**config.mk**
```make
export PLATFORM = sky130hd
export DESIGN_NAME = fpds_rate_prep
export DESIGN_NICKNAME = d
export VERILOG_FILES = /design/src/hdl/fpds_pkg.sv /design/src/hdl/fpds_rate_prep.sv
export SDC_FILE = /design/constraint.sdc
export NUM_CORES = 2
export LEC_CHECK = 0
export BUFFER_PORTS_ARGS = -buffer_cell sky130_fd_sc_hd__buf_2
export CORE_MARGIN = 2
export CORE_UTILIZATION = 50
export CTS_CLUSTER_SIZE = 28
export DETAILED_ROUTE_END_ITERATION = 8
export PLACE_DENSITY = 0.68
export SLEW_MARGIN = 20
export SYNTH_ARGS = -nofsm -noshare
export SYNTH_HDL_FRONTEND = slang
export SYNTH_SLANG_ARGS = --single-unit
export TNS_END_PERCENT = 10
```
**constraint.sdc**
```tcl
create_clock -name aclk -period 7.39 [get_ports aclk]
set_input_delay 0.739 -clock aclk [delete_from_list [all_inputs] [get_ports aclk]]
set_output_delay 0.739 -clock aclk [all_outputs]
set_load 0.005 [all_outputs]
```
**src/hdl/fpds_pkg.sv**
```systemverilog
`timescale 1ns / 1ps
`default_nettype none

package fpds_pkg;

    // Field widths.
    localparam int KIND_W   = 1;
    localparam int RATE_IN_W = 32;
    localparam int OUT_W    = 5;
    localparam int INT_W    = 7;
    localparam int FRAC_W   = 24;
    localparam int RATE_W   = 42;
    localparam int PARENT_W = 32;

    // The solve divides target * 2^24 by 4*parent.
    localparam int DEN_W     = PARENT_W + 2;
    localparam int SOLVE_NB  = RATE_IN_W + FRAC_W;
    // 4*parent*(int+1) needs at most 41 bits.
    localparam int WHOLE_W   = DEN_W + INT_W;
    // floor(parent*frac / 2^22) needs at most 34 bits.
    localparam int PART_SHIFT = FRAC_W - 2;
    localparam int PART_W    = PARENT_W + FRAC_W - PART_SHIFT;
    localparam int QDIV_W    = OUT_W + 1;

    localparam int MULT_MAX = 128;

    localparam logic [PARENT_W-1:0] PARENT_RESET = 32'd24000000;

    // Steps of restoring division done in each pipeline stage.
    localparam int SOLVE_STEPS_DEF = 2;
    localparam int RATE_STEPS_DEF  = 4;

    // Kind codes.
    localparam logic KIND_SOLVE = 1'b0;
    localparam logic KIND_CALC  = 1'b1;

    // Request carried alongside the solve division.
    typedef struct packed {
        logic                kind;
        logic [OUT_W-1:0]    out_div;
        logic [INT_W-1:0]    int_div;
        logic [FRAC_W-1:0]   frac_div;
        logic [PARENT_W-1:0] parent;
    } req_t;

    // Result fields carried alongside the rate divisions.
    typedef struct packed {
        logic [OUT_W-1:0]  out_div;
        logic [INT_W-1:0]  int_div;
        logic [FRAC_W-1:0] frac_div;
        logic              err;
    } fields_t;

endpackage : fpds_pkg

`default_nettype wire

```
**src/hdl/fpds_rate_prep.sv**
```systemverilog
`timescale 1ns / 1ps
`default_nettype none

// Field selection and range check, then the two products of the rate formula.
module fpds_rate_prep
    import fpds_pkg::*;
(
    input  wire logic                aclk,
    input  wire logic                aresetn,
    input  wire logic                en,
    input  wire logic                in_valid,
    input  wire logic [SOLVE_NB-1:0] in_quo,
    input  wire req_t                in_req,
    output logic                     out_valid,
    output logic [WHOLE_W-1:0]       out_whole,
    output logic [PART_W-1:0]        out_part,
    output logic [QDIV_W-1:0]        out_qdiv,
    output fields_t                  out_fields
);

    logic [RATE_IN_W-1:0] mult;
    logic                 range_bad;
    fields_t              sel_next;

    logic                 va_reg;
    fields_t              fa_reg;
    logic [PARENT_W-1:0]  pa_reg;

    logic                 vb_reg;
    logic [WHOLE_W-1:0]   whole_reg;
    logic [PART_W-1:0]    part_reg;
    logic [QDIV_W-1:0]    qdiv_reg;
    fields_t              fb_reg;

    logic [DEN_W+INT_W:0]     whole_prod;
    logic [PARENT_W+FRAC_W-1:0] part_prod;

    // Integer multiplier is the top part of the quotient, fraction the low part.
    assign mult      = in_quo[SOLVE_NB-1:FRAC_W];
    assign range_bad = (mult == '0) || (mult > RATE_IN_W'(MULT_MAX));

    always_comb begin
        if (in_req.kind == KIND_CALC) begin
            sel_next.out_div  = in_req.out_div;
            sel_next.int_div  = in_req.int_div;
            sel_next.frac_div = in_req.frac_div;
            sel_next.err      = 1'b0;
        end else if (range_bad) begin
            sel_next = '0;
            sel_next.err = 1'b1;
        end else begin
            sel_next.out_div  = '0;
            sel_next.int_div  = INT_W'(mult - RATE_IN_W'(1));
            sel_next.frac_div = in_quo[FRAC_W-1:0];
            sel_next.err      = 1'b0;
        end
    end

    // Products: 4*parent*(int+1) and parent*frac.
    assign whole_prod = {pa_reg, 2'b00} * {1'b0, fa_reg.int_div + INT_W'(0)} +
                        (DEN_W+INT_W+1)'({pa_reg, 2'b00});
    assign part_prod  = pa_reg * fa_reg.frac_div;

    // Valid bits of both stages.
    always_ff @(posedge aclk) begin
        if (!aresetn) begin
            va_reg <= 1'b0;
            vb_reg <= 1'b0;
        end else if (en) begin
            va_reg <= in_valid;
            vb_reg <= va_reg;
        end
    end

    // Data of both stages.
    always_ff @(posedge aclk) begin
        if (en) begin
            fa_reg    <= sel_next;
            pa_reg    <= in_req.parent;
            whole_reg <= whole_prod[WHOLE_W-1:0];
            part_reg  <= part_prod[PARENT_W+FRAC_W-1:PART_SHIFT];
            qdiv_reg  <= {1'b0, fa_reg.out_div} + QDIV_W'(1);
            fb_reg    <= fa_reg;
        end
    end

    assign out_valid  = vb_reg;
    assign out_whole  = whole_reg;
    assign out_part   = part_reg;
    assign out_qdiv   = qdiv_reg;
    assign out_fields = fb_reg;

endmodule : fpds_rate_prep

`default_nettype wire
```
==> flow_metrics.py <==
metrics = {
    "worst_setup_path": {
        "cp.arrival_ns": 7.46,
        "slowest_delay_ns": 0.53,
        "critPathLaunchType": "flip-flop",
        "rr_startpoint": "pa_reg[5]",
        "critPathLaunch": "pa_reg[5]",
        "reg2reg_slack_ns": 0.18,
        "crit_path_top_delay_cell": "fa_1",
        "end_kind": "flip-flop",
        "worstRegToRegCells": 30,
        "critPathMaxFanout": 8,
        "critPathKind": "flip-flop to flip-flop",
        "cp.required_ns": 7.64,
    },
    "clocking": {
        "clk_pin_slew_ns": 0.10,
        "hold_buffers": 0,
        "cts.htree.levels": 4,
        "cts_buffers": 17,
        "cts_tree": "yes",
        "cts_root_buf": "clkbuf_16",
        "clk_latency_ns": 0.52,
        "cts_buffer_depth": 2,
        "cts.sinks": 187,
    },
    "yosys": {
        "yosysWarnings": 0,
        "yosysSeqAreaShare_pct": 14.4,
        "yosysUniqueCellTypes": 73,
        "ys_ff_latch": 187,
        "yosysTopAreaCell": "fa_1",
        "synth_cells": 4115,
        "synth_top_area_share_pct": 41.4,
        "synth.avg_cell_area_sq_um": 9.48,
        "asyncSetResetFlopFracSynth_pct": 0,
        "syn-cell-area_sq_mm": 0.0390,
        "yosys-top-cells-area": "fa_1 (41%), edfxtp_1 (14%), ha_1 (8.8%)",
        "synth-edff-count": 185,
        "dominantRegCellSynth": "edfxtp_1",
    },
    "routing": {
        "via_per_inst": 5.28,
        "vias": 28858,
        "firstDrtPassIters": 5,
        "drt_first_iter_violations": 1642,
        "wl_mm": 103,
        "routedWlPerCell_um": 18.9,
        "ant_nets": 0,
        "drc": 0,
    },
    "status": {
        "outcome": "finished, final reports clean",
    },
    "floorplanning": {
        "io_pins": 248,
        "start_util_pct": 50.4,
        "fp.dieH_um": 283,
        "std_cell_rows": 102,
        "core_area_sq_mm": 0.0773,
        "dieArea_sq_mm": 0.0802,
        "die_w_um": 283,
    },
    "placement": {
        "hpwl_mm": 82.9,
        "globalplace.congestion": 0.926,
        "port_buffers": 245,
        "postPlaceCellArea_sq_mm": 0.0430,
    },
    "timing": {
        "finalMaxSlewViolations": 0,
        "holdWs_ns": 0.395,
        "slew-limit-headroom_pct": 36.5,
        "period_needed_ns": 7.21,
        "timing.fmax_mhz": 139,
        "worst_slew_pin_slew_ns": 0.953,
        "finClkSkew_ns": 0.0213,
        "period_share_pct": 97.6,
        "grt_setup_unrepaired": "true",
        "final-setup-viol-count": 0,
        "finalHoldViolations": 0,
    },
    "job": {
        "maxCapViolCount": 0,
    },
    "global_routing": {
        "grt-ovfl-total": 0,
        "grt_pass1_vias": 30884,
        "grtUsageTotal_pct": 26.7,
        "antenna_found_initial": 0,
        "grt_max_degree": 124,
        "grt_pass1_wl_mm": 167,
    },
    "worst_hold_path": {
        "min_delay_path_depth": 1,
        "hp-class": "primary input to flip-flop",
        "hold_start": "in_req[3]",
    },
    "layout": {
        "postLayoutCoreUtil_pct": 57.2,
        "syn2layout_area_growth_pct": 13.4,
        "drive_gt1_share_pct": 13.8,
        "finalNetCount": 5622,
        "largest_register_ffs": 39,
        "final_cell_area_sq_mm": 0.0442,
    },
}
-- final timing paths --
check / to
max: out_whole[40]
min: pa_reg[3]
max reg2reg: out_whole[40]
min reg2reg: out_fields[0]
-- stage by stage --
stage,setup TNS [ns],worst slack (ns),std cells
CTS,0,0.0167,5443
finish,0,0.178,5466
floorplan,0,0.550,4116
global placement,-0.205,-0.0848,5411
global route,-0.182,-0.0684,5465
detailed placement,-0.893,-0.211,5411
-- layer usage --
metal / wire, um / part of all wire [%] / vias up / GRT usage (%)
li1: - / - / 13020 / -
met1: 40900 / 40 / 14849 / 33.7
met2: 52500 / 51 / 796 / 46.0
met3: 4630 / 4.5 / 193 / 3.09
met4: 5150 / 5.0 / 0 / 12.2
met5: 0 / 0 / - / 0
-- cells in the mapped netlist, drive strengths merged, types with 3 or more instances --
cell and instances:
ha 274, o21bai 15, nor2 63, a31o 5, edfxtp 185, nand2b 12, and4 6, nor4 12
clkbuf 214, inv 836, a21oi 116, o2111ai 3, a211oi 6, or3 3, nand2 641, o41ai 7
and2 474, o211ai 13, xor2 36, a21boi 4, buf 7, o21a 11, nor3 20, a221oi 8
fa 807, a31oi 9, a21o 47, xnor2 78, a22o 4, nand4 17, nand4b 3, nand3 33
nor2b 12, a211o 3, o21ai 86, and3 16
-- cell usage in the layout (no fill, tap or decap), types with 8 or more instances in the layout --
cell type and n:
ha_4 8, fa_1 805, nand2_1 640, nand3_1 29, a21oi_1 105, and2_1 470
nor3_1 19, buf_2 244, xnor2_1 78, ha_1 264, nor2_1 60, o21ai_1 10
buf_4 195, buf_12 49, nor2b_1 11, nor4_1 9, o211ai_1 13, o21a_1 11
a21o_1 47, o21ai_0 71, nand2b_1 12, a21oi_2 10, xor2_1 35, and3_1 14
clkinv_8 8, inv_1 834, nand4_1 17, edfxtp_1 185, clkbuf_16 19, o21bai_1 15
-- logic make-up after synthesis --
group | share of synthesized area, %
other cells | 0.00962
fa+ha+maj | 50.2
simple gates | 16.6
flops | 14.4
compound gates | 5.99
buf+inv | 10.2
mux | 0.0513
xor+xnor | 2.58
-- critical path: cells and delay by family, from the launching register on --
family	cells	cell delay (ns)
AND/OR/NAND/NOR	11	2.00
flip-flops	1	0.44
XOR/XNOR	2	0.27
adder cells (fa/ha/maj)	6	2.57
buffers and inverters	5	0.43
AO/OA/AOI/OAI	6	1.24
-- final cells by class --
class	instances	area (sq um)
timing repair buffer	498	3810
clock buffer	17	425
tap	1040	1300
antenna	1	2.50
clock inverter	15	195
multi-input combinational	2872	29800
fill	6847	33100
sequential	187	5600
inverter	836	3140
-- timing repair --
action,in CTS,in global routing
endpoints found under the setup margin,9,25
pin swaps,0,41
resized for setup,5,77
buffers inserted,0,21
gates cloned,0,2
Power is not shown: default switching activity piles up to over one toggle a cycle in this logic, so the estimate is an artifact.
